<file path="src/rtl/core/sddf_pkg.sv">
// ----------------------------------------------------------------------------
// sddf_pkg
// Shared types and constants for the signed decimal digit formatter.
// ----------------------------------------------------------------------------
package sddf_pkg;

    // Field widths
    localparam int VALUE_W    = 32;
    localparam int CFG_W      = 4;
    localparam int POS_W      = 3;
    localparam int SYM_W      = 4;
    localparam int CNT_W      = 5;   // holds a position count up to 31
    localparam int STEP_W     = 5;   // one shift step per magnitude bit
    localparam int LEN_W      = 4;   // significant digit count, 1..10
    localparam int BCD_DIGITS = 10;  // enough for 2147483648

    // Symbol codes
    localparam logic [SYM_W-1:0] SYM_MINUS = 4'd10;
    localparam logic [SYM_W-1:0] SYM_BLANK = 4'd11;

    typedef logic [BCD_DIGITS-1:0][3:0] t_bcd;

    // Commands from the sequencer to the conversion unit
    typedef struct packed {
        logic load;
        logic step;
    } t_dab_ctrl;

    typedef enum logic [1:0] {
        ST_IDLE,
        ST_CONV,
        ST_LEN,
        ST_EMIT
    } t_state;

endpackage

</file>
<file path="src/rtl/core/signed_decimal_digit_formatter_top.sv">
// ----------------------------------------------------------------------------
// signed_decimal_digit_formatter_top
// Formats a signed 32-bit number as right-justified decimal display symbols.
// ----------------------------------------------------------------------------
//  Channel   Direction  Handshake          Payload
//  input     in         i_valid / o_stall  i_value[31:0]
//  output    out        o_valid / i_stall  o_position[2:0], o_symbol[3:0], o_last
//  config    in         APB write/read     digit_count at every address
//
//  One transaction runs an accept state, 32 shift steps of the BCD unit,
//  a sizing state, then emits one symbol per cycle per active position
//  while the output is not stalled. The shift-and-add-3 unit sets the
//  conversion time; i_stall only delays the emit phase. Reset is
//  synchronous, active low, and clears digit_count.
// ----------------------------------------------------------------------------
module signed_decimal_digit_formatter_top #(
    parameter int MAX_DIGITS = 8
) (
    input  logic                           i_clk,
    input  logic                           i_rst_n,
    // APB configuration port
    input  logic                           i_psel,
    input  logic                           i_penable,
    input  logic                           i_pwrite,
    input  logic [1:0]                     i_paddr,
    input  logic [31:0]                    i_pwdata,
    output logic [31:0]                    o_prdata,
    output logic                           o_pready,
    // input channel
    input  logic                           i_valid,
    output logic                           o_stall,
    input  logic [sddf_pkg::VALUE_W-1:0]   i_value,
    // output channel
    output logic                           o_valid,
    input  logic                           i_stall,
    output logic [sddf_pkg::POS_W-1:0]     o_position,
    output logic [sddf_pkg::SYM_W-1:0]     o_symbol,
    output logic                           o_last
);

    logic [sddf_pkg::CFG_W-1:0] r_digit_count;
    logic                       w_wr;
    sddf_pkg::t_dab_ctrl        w_ctrl;
    sddf_pkg::t_bcd             w_bcd;
    logic                       w_neg;

    // Single register; all addresses decode to it
    assign o_pready = 1'b1;
    assign w_wr     = i_psel && i_penable && i_pwrite && o_pready && (i_paddr[1:0] == i_paddr);
    assign o_prdata = {{(32 - sddf_pkg::CFG_W){1'b0}}, r_digit_count};

    always_ff @(posedge i_clk) begin
        if (!i_rst_n) begin
            r_digit_count <= '0;
        end else if (w_wr) begin
            r_digit_count <= i_pwdata[sddf_pkg::CFG_W-1:0];
        end
    end

    // Conversion unit
    sddf_dabble u_dabble (
        .i_clk   (i_clk),
        .i_ctrl  (w_ctrl),
        .i_value (i_value),
        .o_bcd   (w_bcd),
        .o_neg   (w_neg)
    );

    // Sequencer and output register
    sddf_seq #(
        .MAX_DIGITS (MAX_DIGITS)
    ) u_seq (
        .i_clk         (i_clk),
        .i_rst_n       (i_rst_n),
        .i_valid       (i_valid),
        .o_stall       (o_stall),
        .i_digit_count (r_digit_count),
        .o_ctrl        (w_ctrl),
        .i_bcd         (w_bcd),
        .i_neg         (w_neg),
        .o_valid       (o_valid),
        .i_stall       (i_stall),
        .o_position    (o_position),
        .o_symbol      (o_symbol),
        .o_last        (o_last)
    );

endmodule

</file>
<file path="src/rtl/core/sddf_dabble.sv">
// ----------------------------------------------------------------------------
// sddf_dabble
// Shift-and-add-3 binary to BCD unit, one magnitude bit per step.
// ----------------------------------------------------------------------------
module sddf_dabble (
    input  logic                               i_clk,
    input  sddf_pkg::t_dab_ctrl                i_ctrl,
    input  logic [sddf_pkg::VALUE_W-1:0]       i_value,
    output sddf_pkg::t_bcd                     o_bcd,
    output logic                               o_neg
);

    localparam int BCD_BITS = 4 * sddf_pkg::BCD_DIGITS;

    logic [sddf_pkg::VALUE_W-1:0] r_bin;
    sddf_pkg::t_bcd               r_bcd;
    logic                         r_neg;
    sddf_pkg::t_bcd               w_adj;
    logic [BCD_BITS-1:0]          w_adj_bits;

    // Add 3 to every digit of 5 or more before the shift
    always_comb begin
        for (int j = 0; j < sddf_pkg::BCD_DIGITS; j++) begin
            w_adj[j] = (r_bcd[j] >= 4'd5) ? r_bcd[j] + 4'd3 : r_bcd[j];
        end
    end

    assign w_adj_bits = w_adj;

    // Load magnitude, then shift one bit into the BCD field per step
    always_ff @(posedge i_clk) begin
        if (i_ctrl.load) begin
            r_neg <= i_value[sddf_pkg::VALUE_W-1];
            r_bin <= i_value[sddf_pkg::VALUE_W-1] ? (~i_value + 1'b1) : i_value;
            r_bcd <= '0;
        end else if (i_ctrl.step) begin
            r_bcd <= {w_adj_bits[BCD_BITS-2:0], r_bin[sddf_pkg::VALUE_W-1]};
            r_bin <= {r_bin[sddf_pkg::VALUE_W-2:0], 1'b0};
        end
    end

    assign o_bcd = r_bcd;
    assign o_neg = r_neg;

endmodule

</file>
<file path="src/rtl/core/sddf_seq.sv">
// ----------------------------------------------------------------------------
// sddf_seq
// Sequencer: runs the conversion steps, sizes the number, emits symbols.
// ----------------------------------------------------------------------------
module sddf_seq #(
    parameter int MAX_DIGITS = 8
) (
    input  logic                           i_clk,
    input  logic                           i_rst_n,
    // input channel handshake
    input  logic                           i_valid,
    output logic                           o_stall,
    // configuration
    input  logic [sddf_pkg::CFG_W-1:0]     i_digit_count,
    // conversion unit
    output sddf_pkg::t_dab_ctrl            o_ctrl,
    input  sddf_pkg::t_bcd                 i_bcd,
    input  logic                           i_neg,
    // output channel
    output logic                           o_valid,
    input  logic                           i_stall,
    output logic [sddf_pkg::POS_W-1:0]     o_position,
    output logic [sddf_pkg::SYM_W-1:0]     o_symbol,
    output logic                           o_last
);

    localparam int CNT_W = sddf_pkg::CNT_W;

    sddf_pkg::t_state                 r_state, n_state;
    logic [sddf_pkg::STEP_W-1:0]      r_step, n_step;
    logic [CNT_W-1:0]                 r_n, n_n;
    logic [CNT_W-1:0]                 r_pos, n_pos;
    logic [sddf_pkg::LEN_W-1:0]       r_len, n_len;
    logic                             r_valid, n_valid;
    logic [sddf_pkg::POS_W-1:0]       r_position, n_position;
    logic [sddf_pkg::SYM_W-1:0]       r_symbol, n_symbol;
    logic                             r_last, n_last;

    logic                             w_accept;
    logic                             w_out_free;
    logic [CNT_W-1:0]                 w_count;
    logic [sddf_pkg::LEN_W-1:0]       w_len;
    logic [CNT_W-1:0]                 w_k;
    logic [CNT_W-1:0]                 w_len_ext;
    logic [3:0]                       w_digit;
    logic [sddf_pkg::SYM_W-1:0]       w_sym;

    assign w_accept   = i_valid && !o_stall;
    assign w_out_free = !r_valid || !i_stall;

    // Active positions: zero or out of range means the maximum
    always_comb begin
        if (i_digit_count == '0 ||
            CNT_W'(i_digit_count) > CNT_W'(MAX_DIGITS)) begin
            w_count = CNT_W'(MAX_DIGITS);
        end else begin
            w_count = CNT_W'(i_digit_count);
        end
    end

    // Significant digits of the magnitude, at least one
    always_comb begin
        w_len = sddf_pkg::LEN_W'(1);
        for (int j = 1; j < sddf_pkg::BCD_DIGITS; j++) begin
            if (i_bcd[j] != 4'd0) begin
                w_len = sddf_pkg::LEN_W'(j + 1);
            end
        end
    end

    // Digit index from the right for the current position
    assign w_k       = r_n - CNT_W'(1) - r_pos;
    assign w_len_ext = CNT_W'(r_len);

    always_comb begin
        w_digit = 4'd0;
        for (int j = 0; j < sddf_pkg::BCD_DIGITS; j++) begin
            if (w_k == CNT_W'(j)) begin
                w_digit = i_bcd[j];
            end
        end
    end

    // Symbol for the current position
    always_comb begin
        if (i_neg && (w_len_ext > r_n) && (r_pos == '0)) begin
            w_sym = sddf_pkg::SYM_MINUS;   // overflowing negative
        end else if (w_k < w_len_ext) begin
            w_sym = w_digit;
        end else if (i_neg && (w_k == w_len_ext)) begin
            w_sym = sddf_pkg::SYM_MINUS;
        end else begin
            w_sym = sddf_pkg::SYM_BLANK;
        end
    end

    // Next state and outputs
    always_comb begin
        n_state    = r_state;
        n_step     = r_step;
        n_n        = r_n;
        n_pos      = r_pos;
        n_len      = r_len;
        n_valid    = w_out_free ? 1'b0 : r_valid;
        n_position = r_position;
        n_symbol   = r_symbol;
        n_last     = r_last;
        o_ctrl     = '0;
        o_stall    = 1'b1;

        case (r_state)
            sddf_pkg::ST_IDLE: begin
                o_stall = 1'b0;
                if (w_accept) begin
                    o_ctrl.load = 1'b1;
                    n_n         = w_count;
                    n_step      = '0;
                    n_state     = sddf_pkg::ST_CONV;
                end
            end
            sddf_pkg::ST_CONV: begin
                o_ctrl.step = 1'b1;
                n_step      = r_step + 1'b1;
                if (r_step == '1) begin
                    n_state = sddf_pkg::ST_LEN;
                end
            end
            sddf_pkg::ST_LEN: begin
                n_len   = w_len;
                n_pos   = '0;
                n_state = sddf_pkg::ST_EMIT;
            end
            sddf_pkg::ST_EMIT: begin
                if (w_out_free) begin
                    n_valid    = 1'b1;
                    n_position = r_pos[sddf_pkg::POS_W-1:0];
                    n_symbol   = w_sym;
                    n_last     = (r_pos == r_n - CNT_W'(1));
                    n_pos      = r_pos + 1'b1;
                    if (r_pos == r_n - CNT_W'(1)) begin
                        n_state = sddf_pkg::ST_IDLE;
                    end
                end
            end
            default: begin
                n_state = sddf_pkg::ST_IDLE;
            end
        endcase
    end

    // Control registers
    always_ff @(posedge i_clk) begin
        if (!i_rst_n) begin
            r_state <= sddf_pkg::ST_IDLE;
            r_valid <= 1'b0;
        end else begin
            r_state <= n_state;
            r_valid <= n_valid;
        end
    end

    // Counters and output payload
    always_ff @(posedge i_clk) begin
        r_step     <= n_step;
        r_n        <= n_n;
        r_pos      <= n_pos;
        r_len      <= n_len;
        r_position <= n_position;
        r_symbol   <= n_symbol;
        r_last     <= n_last;
    end

    assign o_valid    = r_valid;
    assign o_position = r_position;
    assign o_symbol   = r_symbol;
    assign o_last     = r_last;

endmodule
</file>
<file path="config.mk">
export PLATFORM = sky130hd
export DESIGN_NAME = signed_decimal_digit_formatter_top
export DESIGN_NICKNAME = d
export VERILOG_FILES = /design/src/rtl/core/sddf_pkg.sv /design/src/rtl/core/signed_decimal_digit_formatter_top.sv /design/src/rtl/core/sddf_dabble.sv /design/src/rtl/core/sddf_seq.sv
export SDC_FILE = /design/constraint.sdc
export NUM_CORES = 1
export LEC_CHECK = 0
export CAP_MARGIN = 20
export CELL_PAD_IN_SITES_DETAIL_PLACEMENT = 1
export CELL_PAD_IN_SITES_GLOBAL_PLACEMENT = 2
export CORE_ASPECT_RATIO = 1.5
export CORE_MARGIN = 2
export CORE_UTILIZATION = 40
export CTS_CLUSTER_DIAMETER = 40
export CTS_CLUSTER_SIZE = 10
export DETAILED_ROUTE_END_ITERATION = 10
export DONT_BUFFER_PORTS = 1
export GPL_ROUTABILITY_DRIVEN = 0
export GPL_TIMING_DRIVEN = 0
export PLACE_DENSITY = 0.93
export SYNTH_ARGS = -nofsm -noshare
export SYNTH_HDL_FRONTEND = slang
export SYNTH_HIERARCHICAL = 1
export SYNTH_SLANG_ARGS = --single-unit
</file>
<file path="constraint.sdc">
create_clock -name i_clk -period 4.1 [get_ports i_clk]
set_input_delay 0.41 -clock i_clk [delete_from_list [all_inputs] [get_ports i_clk]]
set_output_delay 0.41 -clock i_clk [all_outputs]
set_load 0.01 [all_outputs]
</file>
* Word level (Yosys, flattened, before mapping)
Index checks and enable logic that the tools add are counted.
** Word-level totals
- Flip-flop bits (word level) :: 107
- Bits in read-only memories :: 0
- Memories kept :: 0
- Input port bits :: 73
- Logic and storage cells :: 153
- Output and inout port bits :: 43
- Latch bits :: 0
- Memory bits (writable) :: 0
** Operators by class
- Reduce and logical (&&, ||, !) cells :: 32
- Eq/ne operators :: 19
- Order comparisons :: 13
- Divide/modulo/power cells :: 0
- Add/subtract/negate cells :: 15
- Multiply operators :: 0
- Bitwise logic cells :: 1
- Mux-type cells :: 49
- Shift-type cells :: 0
** Operator list (number)
- two-way mux 32 bit :: 3
- two-way mux 4 bit :: 20
- >= comparator 4 x 3 -> 1 bit, second input constant :: 10
- adder 4 x 2 -> 4 bit, second input constant :: 9
- nonzero test 4 bit :: 9
- adder 32 x 1 -> 32 bit, second input constant :: 1
- NOT 32 bit :: 1
- == test 5 x 3 -> 1 bit, second input constant :: 4
- one-hot mux 5 bit (2 select lines) :: 2
- two-way mux 2 bit :: 8
- two-way mux 3 bit :: 5
- adder 5 x 1 -> 5 bit, second input constant :: 2
- == test 5 x 2 -> 1 bit, second input constant :: 2
- == test 5 x 4 -> 1 bit, second input constant :: 2
- logical NOT 5 bit :: 2
- two-way mux 5 bit :: 2
- two-way mux 1 bit :: 8
- != test 2 x 1 -> 1 bit, second input constant :: 4
- one-hot mux 2 bit (4 select lines) :: 1
- AND reduction 2 bit :: 4
- logical AND 1 bit :: 6
- nonzero test 2 bit :: 3
- == test 5 x 1 -> 1 bit, second input constant :: 1
- == test 5 x 4 -> 1 bit :: 1
- 16 further kinds :: 19

* Longest topological paths before layout
Gate-level depths: netlist of the first run.
- Depth in word-level cells :: 14
- Depth in mapped cells :: 16
- Depth with buffers taken out :: 16

* Hierarchy
The synthesis of the first run kept the hierarchy.
** By module, submodules not included
- sddf_dabble :: cells each 470, instances 1, area each 4334.2 um^2
- sddf_seq :: cells each 246, instances 1, area each 2318.5 um^2
- signed_decimal_digit_formatter_top :: cells each 50, instances 1, area each 390.4 um^2

* Worst setup path before layout of the first run
OpenSTA, ideal clock, no wires.
- Path type :: flip-flop to flip-flop
- From :: reg u_seq.r_n[0]
- To :: reg u_seq.r_symbol, in the netlist u_seq/o_symbol[1], data pin
- Data required time :: 3829 ps
- Arrival :: 2813 ps
- Setup time :: 271 ps
- Stages on the path, launching flop included :: 14
- Path slack :: 1016 ps
- Cells stage by stage :: edfxtp_1 -> inv_1 -> ha_1 -> fa_1 -> clkbuf_1 -> inv_1 -> ha_1 -> nand3_1 -> o22ai_1 -> nor2_1 -> o21ai_2 -> or2_1 -> a221oi_1 -> o211ai_1
** On the way
- Longest elaborated chain between the ends :: 14
- Elaborated cells between the ends (all ways) :: 27
- Classes of those cells :: add/sub: 2; order compare: 2; eq/ne: 9; mux: 11; reduce/logical: 3
** Ends and longest elaborated chain
- start, declared :: line sddf_seq.sv:31 : logic [CNT_W-1:0] r_n, n_n;
- start signal, assigned :: line sddf_seq.sv:165 : r_n <= n_n;
- subtractor 5 x 1 -> 5 bit :: line sddf_seq.sv:72 : assign w_k = r_n - CNT_W'(1) - r_pos;
- subtractor 5 bit :: line sddf_seq.sv:72
- logical NOT 5 bit :: line sddf_seq.sv:78 : if (w_k == CNT_W'(j)) begin
- two-way mux 4 bit (10 in series) :: line sddf_seq.sv:78
- two-way mux 4 bit :: line sddf_seq.sv:88 : end else if (w_k < w_len_ext) begin
- end signal, assigned :: line sddf_seq.sv:169 : r_symbol <= n_symbol;
- end, declared :: line sddf_seq.sv:36 : logic [sddf_pkg::SYM_W-1:0] r_symbol, n_symbol;
Several ways; a longest one is shown, not always the timed one.
A chain may end at the register's enable or synchronous reset.

* Worst setup path after layout of the first run
Same ends and word-level chain as after synthesis.

==> results of run 1 <==
==> cell type report <==
type / instances / area share, %
multi-input combinational: 573 / 50.56
tap: 213 / 3.463
buffer: 62 / 4.487
sequential: 106 / 35.25
clock buffer: 9 / 2.926
clock inverter: 7 / 0.7804
inverter: 52 / 2.536
==> metrics by stage <==
stage,cells,util [%],setup WS (ns)
floorplan,793,-,1.016
global placement,1006,42.90,0.5344
global route,1022,44.55,0.2063
detailed placement,1006,42.90,0.4721
finish,1022,44.55,0.4361
CTS,1022,44.55,0.4364
==> per-layer routing <==
| metal | wire (um) | vias up |
|---|---|---|
| met5 | 0 | - |
| met4 | 401 | 0 |
| met3 | 699 | 24 |
| met2 | 9803 | 107 |
| met1 | 6548 | 2711 |
| li1 | - | 2715 |
==> power by group through the flow <==
stage | clock network [W] | logic [W] | registers, W
final | 0.000854 | 0.00204 | 0.00169
after global routing | 0.000924 | 0.00232 | 0.00172
after CTS | 0.000887 | 0.00207 | 0.00169
after detailed placement | 0 | 0.00205 | 0.00171
after global placement | 0 | 0.00200 | 0.00170
after floorplan | 0 | 0.00153 | 0.00166
==> worst paths after layout <==
check,to,slack (ns),depth (start not counted)
hold / removal,u_dabble/o_neg,0.15,0
setup / recovery,u_seq/o_symbol[1],0.44,13
setup reg to reg,u_seq/o_symbol[1],0.44,13
hold reg to reg,u_dabble/o_bcd[0],0.49,2
==> Yosys cell counts (3+ instances only) <==
master                     instances  share of area, %
sky130_fd_sc_hd__o21ai_1           4              0.28
sky130_fd_sc_hd__nand3_1          30               2.1
sky130_fd_sc_hd__nor2_1           58               3.1
sky130_fd_sc_hd__ha_1             42               7.5
sky130_fd_sc_hd__o211ai_1         10               1.1
sky130_fd_sc_hd__o41ai_2           4              0.92
sky130_fd_sc_hd__and2_1            9              0.80
sky130_fd_sc_hd__buf_1             3              0.16
sky130_fd_sc_hd__a21oi_1          71               5.0
sky130_fd_sc_hd__a21o_1           11               1.2
sky130_fd_sc_hd__mux2i_1          23               3.3
sky130_fd_sc_hd__edfxtp_1         59                25
sky130_fd_sc_hd__inv_1            52               2.8
sky130_fd_sc_hd__nand2_1          46               2.5
sky130_fd_sc_hd__or2_2             3              0.27
sky130_fd_sc_hd__o21ai_0          30               2.1
sky130_fd_sc_hd__a211oi_1          5              0.53
sky130_fd_sc_hd__nor2b_1          14               1.2
sky130_fd_sc_hd__nand4_1           5              0.44
sky130_fd_sc_hd__o31ai_1          11               1.2
sky130_fd_sc_hd__o41ai_1           4              0.50
sky130_fd_sc_hd__dfxtp_1          47                13
sky130_fd_sc_hd__nor3b_1           3              0.32
sky130_fd_sc_hd__or4_1             5              0.53
sky130_fd_sc_hd__nor3_1           15               1.1
sky130_fd_sc_hd__xor2_1           33               4.1
sky130_fd_sc_hd__nand2b_1         31               2.8
sky130_fd_sc_hd__xnor2_1          25               3.1
sky130_fd_sc_hd__buf_4            29               3.1
sky130_fd_sc_hd__o22ai_1           3              0.27
sky130_fd_sc_hd__clkbuf_1         27               1.4
sky130_fd_sc_hd__nor4_1            8              0.71
==> worst reg2reg max path, delay by kind of cell (launching register included) <==
kind	cells	cell delay, ns
simple gates	3	0.53
fa+ha+maj	3	1.18
buf+inv	3	0.68
compound gates	4	0.57
flops	1	0.44
==> sequential cells by signal, indices dropped and copies added (netlist names), named ones only <==
name,flops
u_seq/r_step,5
u_seq/r_n,4
u_seq/r_state,2
r_digit_count,4
u_seq/r_len,4
u_dabble/o_neg,1
u_seq/r_pos,5
u_dabble/o_bcd,40
u_seq/o_position,3
u_seq/o_last,1
u_dabble/r_bin,32
u_seq/o_symbol,4
==> logic make-up (layout without fill, tap and decap cells) <==
family | count (synthesis) | in the layout | synth area share [%]
AND/OR/NAND/NOR | 245 | 245 | 19.01
AO/OA/AOI/OAI | 171 | 171 | 15.44
buffers and inverters | 114 | 130 | 7.675
flip-flops | 106 | 106 | 38.51
XOR/XNOR | 59 | 59 | 7.444
adder cells (fa/ha/maj) | 43 | 43 | 7.746
multiplexers | 26 | 26 | 4.068
other | 2 | 29 | 0.1066
==> impl_metrics.prom, run 1 <==
# TYPE chip_impl_metric gauge
chip_impl_info{name="run_status",value="complete, no violations"} 1
chip_impl_info{name="worstSetupStartpoint",value="u_seq/r_n[0]"} 1
chip_impl_info{name="timing.critical_path.cells",value="inv_1 > ha_1 > fa_1 > clkbuf_1 > inv_1 > ha_1 > nand3_1 > o22ai_1 > nor2_1 > o21ai_2 > or2_1 > a221oi_1 > o211ai_1"} 1
chip_impl_metric{name="crit_path_max_incr_delay",unit="ns"} 0.52
chip_impl_metric{name="worstMarginPinSlew",unit="ns"} 0.9652
chip_impl_metric{name="fin_nets",unit=""} 920
chip_impl_metric{name="boundaryPins",unit=""} 116
chip_impl_metric{name="share_of_the_yosys_chip_area_belonging_to_registers",unit="%"} 38.51
chip_impl_metric{name="power_report.internal_total",unit="W"} 0.002690
chip_impl_metric{name="cp.required",unit="ns"} 4.19
chip_impl_metric{name="post_cts_resized",unit=""} 0
chip_impl_info{name="critical-path-top-delay-family",value="adder cells"} 1
chip_impl_metric{name="grt_pass1_wl",unit="um"} 29150
chip_impl_metric{name="yosysWarningCount",unit=""} 6
chip_impl_metric{name="max_clock_freq",unit="MHz"} 272.9
chip_impl_metric{name="detail_route.wirelength",unit="um"} 17450
chip_impl_metric{name="initialDrtViolationCount",unit=""} 192
chip_impl_metric{name="worst_ir_drop_vdd",unit="V"} 0.0002548
chip_impl_info{name="crit-reg2reg-launch",value="u_seq/r_n[0]"} 1
chip_impl_info{name="cts_root_cell",value="sky130_fd_sc_hd__clkbuf_16"} 1
chip_impl_info{name="tritoncts",value="built"} 1
chip_impl_metric{name="grt_pass1_vias",unit=""} 5974
chip_impl_info{name="worstHoldStart",value="i_value[31]"} 1
chip_impl_metric{name="comb_power_share",unit="%"} 44.5
chip_impl_metric{name="vias_per_cell",unit=""} 5.437
chip_impl_info{name="holdCritPathClass",value="input port to register"} 1
chip_impl_metric{name="final.period_utilization",unit="%"} 89.36
chip_impl_metric{name="overall_die_width",unit="um"} 112.3
chip_impl_metric{name="core_area",unit="sq mm"} 0.01727
chip_impl_metric{name="totalPowerFinal",unit="W"} 0.004584
chip_impl_metric{name="timing.setup.tns",unit="ns"} 0
chip_impl_info{name="crit_path_top_delay_cell",value="sky130_fd_sc_hd__fa_1"} 1
chip_impl_metric{name="power.density",unit="mW/mm^2"} 595.6
chip_impl_metric{name="area_growth",unit="%"} 9.273
chip_impl_metric{name="clock_power_share",unit="%"} 18.6
chip_impl_metric{name="seq_area",unit="sq mm"} 0.002713
chip_impl_metric{name="grtUsageMet1",unit="%"} 19.76
chip_impl_metric{name="grt_use_total",unit="%"} 19.27
chip_impl_metric{name="pwr-share-seq",unit="%"} 36.8
chip_impl_metric{name="largest_net_degree_at_the_start_of_global_routing",unit=""} 33
chip_impl_metric{name="placement.io_buffers",unit=""} 0
chip_impl_metric{name="drt_drc_violations_left",unit=""} 0
chip_impl_metric{name="syn_inst",unit=""} 766
chip_impl_metric{name="die_area",unit="sq mm"} 0.01871
chip_impl_metric{name="period_minus_slack",unit="ns"} 3.664
chip_impl_info{name="layout.cells.most_common",value="sky130_fd_sc_hd__a21oi_1"} 1
chip_impl_metric{name="worst_hold_slack",unit="ns"} 0.1482
chip_impl_metric{name="clock-sinks",unit=""} 106
chip_impl_metric{name="crit_buf_inv",unit=""} 3
chip_impl_metric{name="detail-route-antenna-nets",unit=""} 0
chip_impl_metric{name="switching_share",unit="%"} 41.31
chip_impl_metric{name="avgRoutedWirePerCell",unit="um"} 17.08
chip_impl_metric{name="globalRoute.totalOverflow",unit=""} 0
chip_impl_metric{name="clkSlewWorstSetupHoldPaths",unit="ns"} 0.08
chip_impl_metric{name="floorplan.initialDensity",unit="%"} 40.77
chip_impl_metric{name="htreeDepth",unit=""} 3
chip_impl_metric{name="dr_total_vias",unit=""} 5557
chip_impl_metric{name="placement.cell_area",unit="sq mm"} 0.007411
chip_impl_info{name="crit_path_start_kind",value="register"} 1
chip_impl_metric{name="final.fill_count",unit=""} 2075
chip_impl_metric{name="cts_made_buffers",unit=""} 9
chip_impl_metric{name="drt_pre_antenna_iters",unit=""} 4
chip_impl_metric{name="power.leakage",unit="nW"} 2.942
chip_impl_metric{name="num_rows",unit=""} 59
chip_impl_metric{name="finish.instance_area",unit="sq mm"} 0.007696
chip_impl_info{name="grt_busiest_layer",value="met2"} 1
chip_impl_metric{name="max_slew_margin",unit="%"} 35.66
chip_impl_metric{name="later_pin_clock_latency_in_the_skew_report",unit="ns"} 0.36
chip_impl_info{name="path_class",value="register to register"} 1
chip_impl_metric{name="syn-cell-area",unit="sq mm"} 0.007043
chip_impl_metric{name="finalSetupViolations",unit=""} 0
chip_impl_metric{name="fp.dieH",unit="um"} 166.5
chip_impl_metric{name="synth_seq_cells",unit=""} 106
chip_impl_metric{name="maxSlewViolCount",unit=""} 0
chip_impl_metric{name="finClkSkew",unit="ns"} 0.007510
chip_impl_metric{name="count_of_flip_flops_with_a_built_in_enable_after_synthesis",unit=""} 59
chip_impl_metric{name="setup_fix_buffers_added_after_clock_tree_synthesis",unit=""} 0
chip_impl_metric{name="number_of_hold_repair_buffers_added_at_the_cts_stage",unit=""} 0
chip_impl_metric{name="worst-path-max-fanout",unit=""} 8
chip_impl_metric{name="met2_demand_to_capacity_share_in_global_routing",unit="%"} 37.77
chip_impl_metric{name="multiInputGateArea",unit="sq mm"} 0.003891
chip_impl_metric{name="grt_util_met3",unit="%"} 4.076
chip_impl_metric{name="max_capacitance_violation_count",unit=""} 0
chip_impl_metric{name="synth_cell_types",unit=""} 68
chip_impl_metric{name="syn-mean-instance-area",unit="sq um"} 9.195
chip_impl_info{name="setup_repair_after_global_routing_missed_its_margin",value="false"} 1
chip_impl_metric{name="power.switching",unit="W"} 0.001893
chip_impl_info{name="mostFrequentLayoutCells",value="sky130_fd_sc_hd__a21oi_1 (71), sky130_fd_sc_hd__edfxtp_1 (59), sky130_fd_sc_hd__nor2_1 (58)"} 1
chip_impl_metric{name="place_hpwl",unit="um"} 13350
chip_impl_metric{name="n_antenna_cell",unit=""} 0
chip_impl_metric{name="async_flop_share",unit="%"} 0
chip_impl_info{name="endpoint_kind",value="register"} 1
chip_impl_metric{name="final_layout_size_suffix_gt1_share",unit="%"} 9.147
chip_impl_metric{name="cp.arrival",unit="ns"} 3.75
chip_impl_metric{name="initial_antenna_violation_count",unit=""} 0
chip_impl_info{name="synth_ff_type",value="sky130_fd_sc_hd__edfxtp_1"} 1
chip_impl_metric{name="cts-root-to-sink-buffers",unit=""} 2
chip_impl_metric{name="final_hold_violating_endpoints",unit=""} 0
Note: power is estimated with default switching activity, not from simulation.
==> run 2: changes to the inputs <==
- CORE_UTILIZATION: 40 -> 39
- PLACE_DENSITY: 0.93 -> 0.92
- SYNTH_HIERARCHICAL: 1 -> not set
==> run 2 against run 1 <==
  * Die area decreased by 1.3%
  * Via count fell by 4.9%
  * Maximum frequency up 7.2%
  * Clock skew down 0.0014 ns
  * Cell area fell by 2.9%
  * Critical path depth is 3 lower
  * Largest cell class unchanged
  * Register-to-register slack better by 0.25 ns
==> impl_metrics.prom, run 2 <==
# TYPE chip_impl_metric gauge
chip_impl_info{name="run_status",value="complete, no violations"} 1
chip_impl_metric{name="finish.utilization",unit="%"} 43.44
chip_impl_info{name="path_class",value="register to register"} 1
chip_impl_metric{name="seq_area",unit="sq mm"} 0.002713
chip_impl_metric{name="detail_route.wirelength",unit="um"} 16510
chip_impl_metric{name="drt_drc_violations_left",unit=""} 0
chip_impl_metric{name="syn-mean-instance-area",unit="sq um"} 9.151
chip_impl_metric{name="initial_antenna_violation_count",unit=""} 0
chip_impl_metric{name="final_hold_violating_endpoints",unit=""} 0
chip_impl_metric{name="worstMarginPinSlew",unit="ns"} 1.036
chip_impl_metric{name="n_antenna_cell",unit=""} 0
chip_impl_metric{name="max_slew_margin",unit="%"} 30.32
chip_impl_info{name="tritoncts",value="built"} 1
chip_impl_metric{name="drt_pre_antenna_iters",unit=""} 4
chip_impl_metric{name="initialDrtViolationCount",unit=""} 140
chip_impl_metric{name="core_area",unit="sq mm"} 0.01720
chip_impl_metric{name="maxSlewViolCount",unit=""} 0
chip_impl_metric{name="final.period_utilization",unit="%"} 83.36
chip_impl_metric{name="final_layout_size_suffix_gt1_share",unit="%"} 9.439
chip_impl_metric{name="area_growth",unit="%"} 10.35
chip_impl_metric{name="synth_cell_types",unit=""} 58
chip_impl_metric{name="worst-path-max-fanout",unit=""} 9
chip_impl_metric{name="cts-root-to-sink-buffers",unit=""} 2
chip_impl_info{name="holdCritPathClass",value="input port to register"} 1
chip_impl_metric{name="finalSetupViolations",unit=""} 0
chip_impl_metric{name="grt_pass1_vias",unit=""} 5559
chip_impl_metric{name="period_minus_slack",unit="ns"} 3.418
chip_impl_metric{name="syn-cell-area",unit="sq mm"} 0.006771
chip_impl_info{name="synth.cells.most_frequent",value="sky130_fd_sc_hd__nand2_1 (83), sky130_fd_sc_hd__o21ai_0 (65), sky130_fd_sc_hd__edfxtp_1 (59)"} 1
chip_impl_metric{name="largest_register_ff_count",unit=""} 40
chip_impl_metric{name="async_flop_share",unit="%"} 0
chip_impl_metric{name="power.density",unit="mW/mm^2"} 547.6
chip_impl_info{name="synth_ff_type",value="sky130_fd_sc_hd__edfxtp_1"} 1
chip_impl_metric{name="finClkSkew",unit="ns"} 0.006088
chip_impl_metric{name="fp.dieH",unit="um"} 165.4
chip_impl_metric{name="final.fill_count",unit=""} 2035
chip_impl_metric{name="cp.required",unit="ns"} 4.20
chip_impl_metric{name="placement.io_buffers",unit=""} 0
chip_impl_metric{name="count_of_flip_flops_with_a_built_in_enable_after_synthesis",unit=""} 59
chip_impl_metric{name="grt_pass1_wl",unit="um"} 27020
chip_impl_metric{name="r2r_setup_slack",unit="ns"} 0.68
chip_impl_info{name="synth.top_cells.by_area",value="sky130_fd_sc_hd__edfxtp_1 (26%), sky130_fd_sc_hd__dfxtp_1 (14%), sky130_fd_sc_hd__ha_1 (8.5%)"} 1
chip_impl_metric{name="timing.setup.tns",unit="ns"} 0
chip_impl_metric{name="setup_fix_buffers_added_after_clock_tree_synthesis",unit=""} 0
chip_impl_info{name="setup_repair_after_global_routing_missed_its_margin",value="false"} 1
chip_impl_metric{name="grt_use_total",unit="%"} 18.15
chip_impl_info{name="crit_path_start_kind",value="register"} 1
chip_impl_metric{name="htreeDepth",unit=""} 3
chip_impl_metric{name="place_hpwl",unit="um"} 13050
chip_impl_metric{name="post_cts_resized",unit=""} 0
chip_impl_metric{name="synth_seq_cells",unit=""} 106
chip_impl_metric{name="multiInputGateArea",unit="sq mm"} 0.003643
chip_impl_metric{name="fin_nets",unit=""} 899
chip_impl_metric{name="globalRoute.totalOverflow",unit=""} 0
chip_impl_metric{name="worst_ir_drop_vdd",unit="V"} 0.0002270
chip_impl_metric{name="dr_total_vias",unit=""} 5283
chip_impl_info{name="cts_root_cell",value="sky130_fd_sc_hd__clkbuf_16"} 1
chip_impl_metric{name="yosysWarningCount",unit=""} 0
chip_impl_metric{name="number_of_hold_repair_buffers_added_at_the_cts_stage",unit=""} 0
chip_impl_metric{name="overall_die_width",unit="um"} 111.6
chip_impl_metric{name="power.leakage",unit="nW"} 2.913
chip_impl_info{name="yosys.area.top_type",value="sky130_fd_sc_hd__edfxtp_1"} 1
chip_impl_metric{name="synth_largest_type_area_fraction",unit="%"} 26.16
chip_impl_metric{name="cp.arrival",unit="ns"} 3.52
chip_impl_metric{name="totalPowerFinal",unit="W"} 0.004092
chip_impl_metric{name="max_capacitance_violation_count",unit=""} 0
chip_impl_metric{name="max_clock_freq",unit="MHz"} 292.6
chip_impl_metric{name="avgRoutedWirePerCell",unit="um"} 16.56
chip_impl_info{name="most_common_cell_in_the_synthesized_netlist",value="sky130_fd_sc_hd__nand2_1"} 1
chip_impl_metric{name="die_area",unit="sq mm"} 0.01845
chip_impl_metric{name="clkSlewWorstSetupHoldPaths",unit="ns"} 0.07
chip_impl_info{name="layout.cells.most_common",value="sky130_fd_sc_hd__nand2_1"} 1
chip_impl_metric{name="vias_per_cell",unit=""} 5.299
chip_impl_metric{name="detail-route-antenna-nets",unit=""} 0
chip_impl_metric{name="floorplan.initialDensity",unit="%"} 39.37
chip_impl_metric{name="share_of_the_yosys_chip_area_belonging_to_registers",unit="%"} 40.06
chip_impl_metric{name="later_pin_clock_latency_in_the_skew_report",unit="ns"} 0.35
chip_impl_info{name="mostFrequentLayoutCells",value="sky130_fd_sc_hd__nand2_1 (83), sky130_fd_sc_hd__o21ai_0 (65), sky130_fd_sc_hd__edfxtp_1 (59)"} 1
chip_impl_metric{name="clock-sinks",unit=""} 106
chip_impl_metric{name="num_rows",unit=""} 59
chip_impl_metric{name="boundaryPins",unit=""} 116
chip_impl_metric{name="largest_net_degree_at_the_start_of_global_routing",unit=""} 24
chip_impl_metric{name="syn_inst",unit=""} 740
chip_impl_metric{name="cts_made_buffers",unit=""} 9
chip_impl_info{name="endpoint_kind",value="register"} 1
run 2: where the power goes:
group          total (W)  internal, W  switching [W]
Combinational    0.00157     0.000543        0.00102
Sequential       0.00163      0.00150       0.000125
Clock           0.000898     0.000494       0.000404
Total            0.00409      0.00254        0.00155
run 2: path summary, 6_finish.rpt:
check | to | depth (start not counted) | from
hold / removal | u_dabble.o_neg | 0 | i_value[31]
setup / recovery | u_seq.o_symbol[0] | 10 | u_seq.r_n[0]
hold reg to reg | u_dabble.o_bcd[0] | 2 | u_dabble.r_bin[31]
setup reg to reg | u_seq.o_symbol[0] | 10 | u_seq.r_n[0]
run 2: area by class of cell:
type                       count  area share [%]
buffer                        56           4.605
multi-input combinational    559           48.76
clock inverter                 5          0.8372
timing repair buffer           1          0.3684
tap                          213           3.567
sequential                   106           36.30
inverter                      46           2.311
clock buffer                  11           3.248
run 2: per-stage QoR:
| stage | cells | setup slack, ns | hold WS, ns | instance area [sq um] |
|---|---|---|---|---|
| floorplan | 767 | 1.097 | 0.4564 | 6873 |
| global placement | 980 | 0.7314 | 0.4644 | 7139 |
| detailed placement | 981 | 0.6707 | 0.4873 | 7167 |
| CTS | 997 | 0.6518 | 0.1441 | 7472 |
| global route | 997 | 0.5268 | 0.1403 | 7472 |
| finish | 997 | 0.6821 | 0.1500 | 7472 |
run 2: critical path, cell delays in order (launching register included):
cell and delay [ns]:
sky130_fd_sc_hd__edfxtp_1 0.42, sky130_fd_sc_hd__inv_1 0.07, sky130_fd_sc_hd__ha_1 0.34, sky130_fd_sc_hd__fa_1 0.43, sky130_fd_sc_hd__xor2_1 0.43, sky130_fd_sc_hd__inv_2 0.21
sky130_fd_sc_hd__ha_1 0.34, sky130_fd_sc_hd__a21o_1 0.18, sky130_fd_sc_hd__a21oi_1 0.24, sky130_fd_sc_hd__o211ai_1 0.13, sky130_fd_sc_hd__o311a_1 0.38
run 2: kinds of logic (layout without fill, tap and decap cells):
kind of cell             after synthesis  in the layout  share of synthesized area, %
other                                  2             29                        0.1109
AND/OR/NAND/NOR                      233            233                         16.81
buffers and inverters                102            119                         7.631
adder cells (fa/ha/maj)               47             47                         8.795
flip-flops                           106            106                         40.06
multiplexers                          28             28                         4.915
AO/OA/AOI/OAI                        163            163                         14.04
XOR/XNOR                              59             59                         7.631
run 2: layer usage:
metal | vias to the layer above | part of all wire (%) | GRT usage (%)
li1 | 2583 | - | -
met1 | 2588 | 39 | 19.18
met2 | 83 | 56 | 35.86
met3 | 29 | 2.6 | 2.555
met4 | 0 | 2.5 | 7.407
met5 | - | 0 | 0
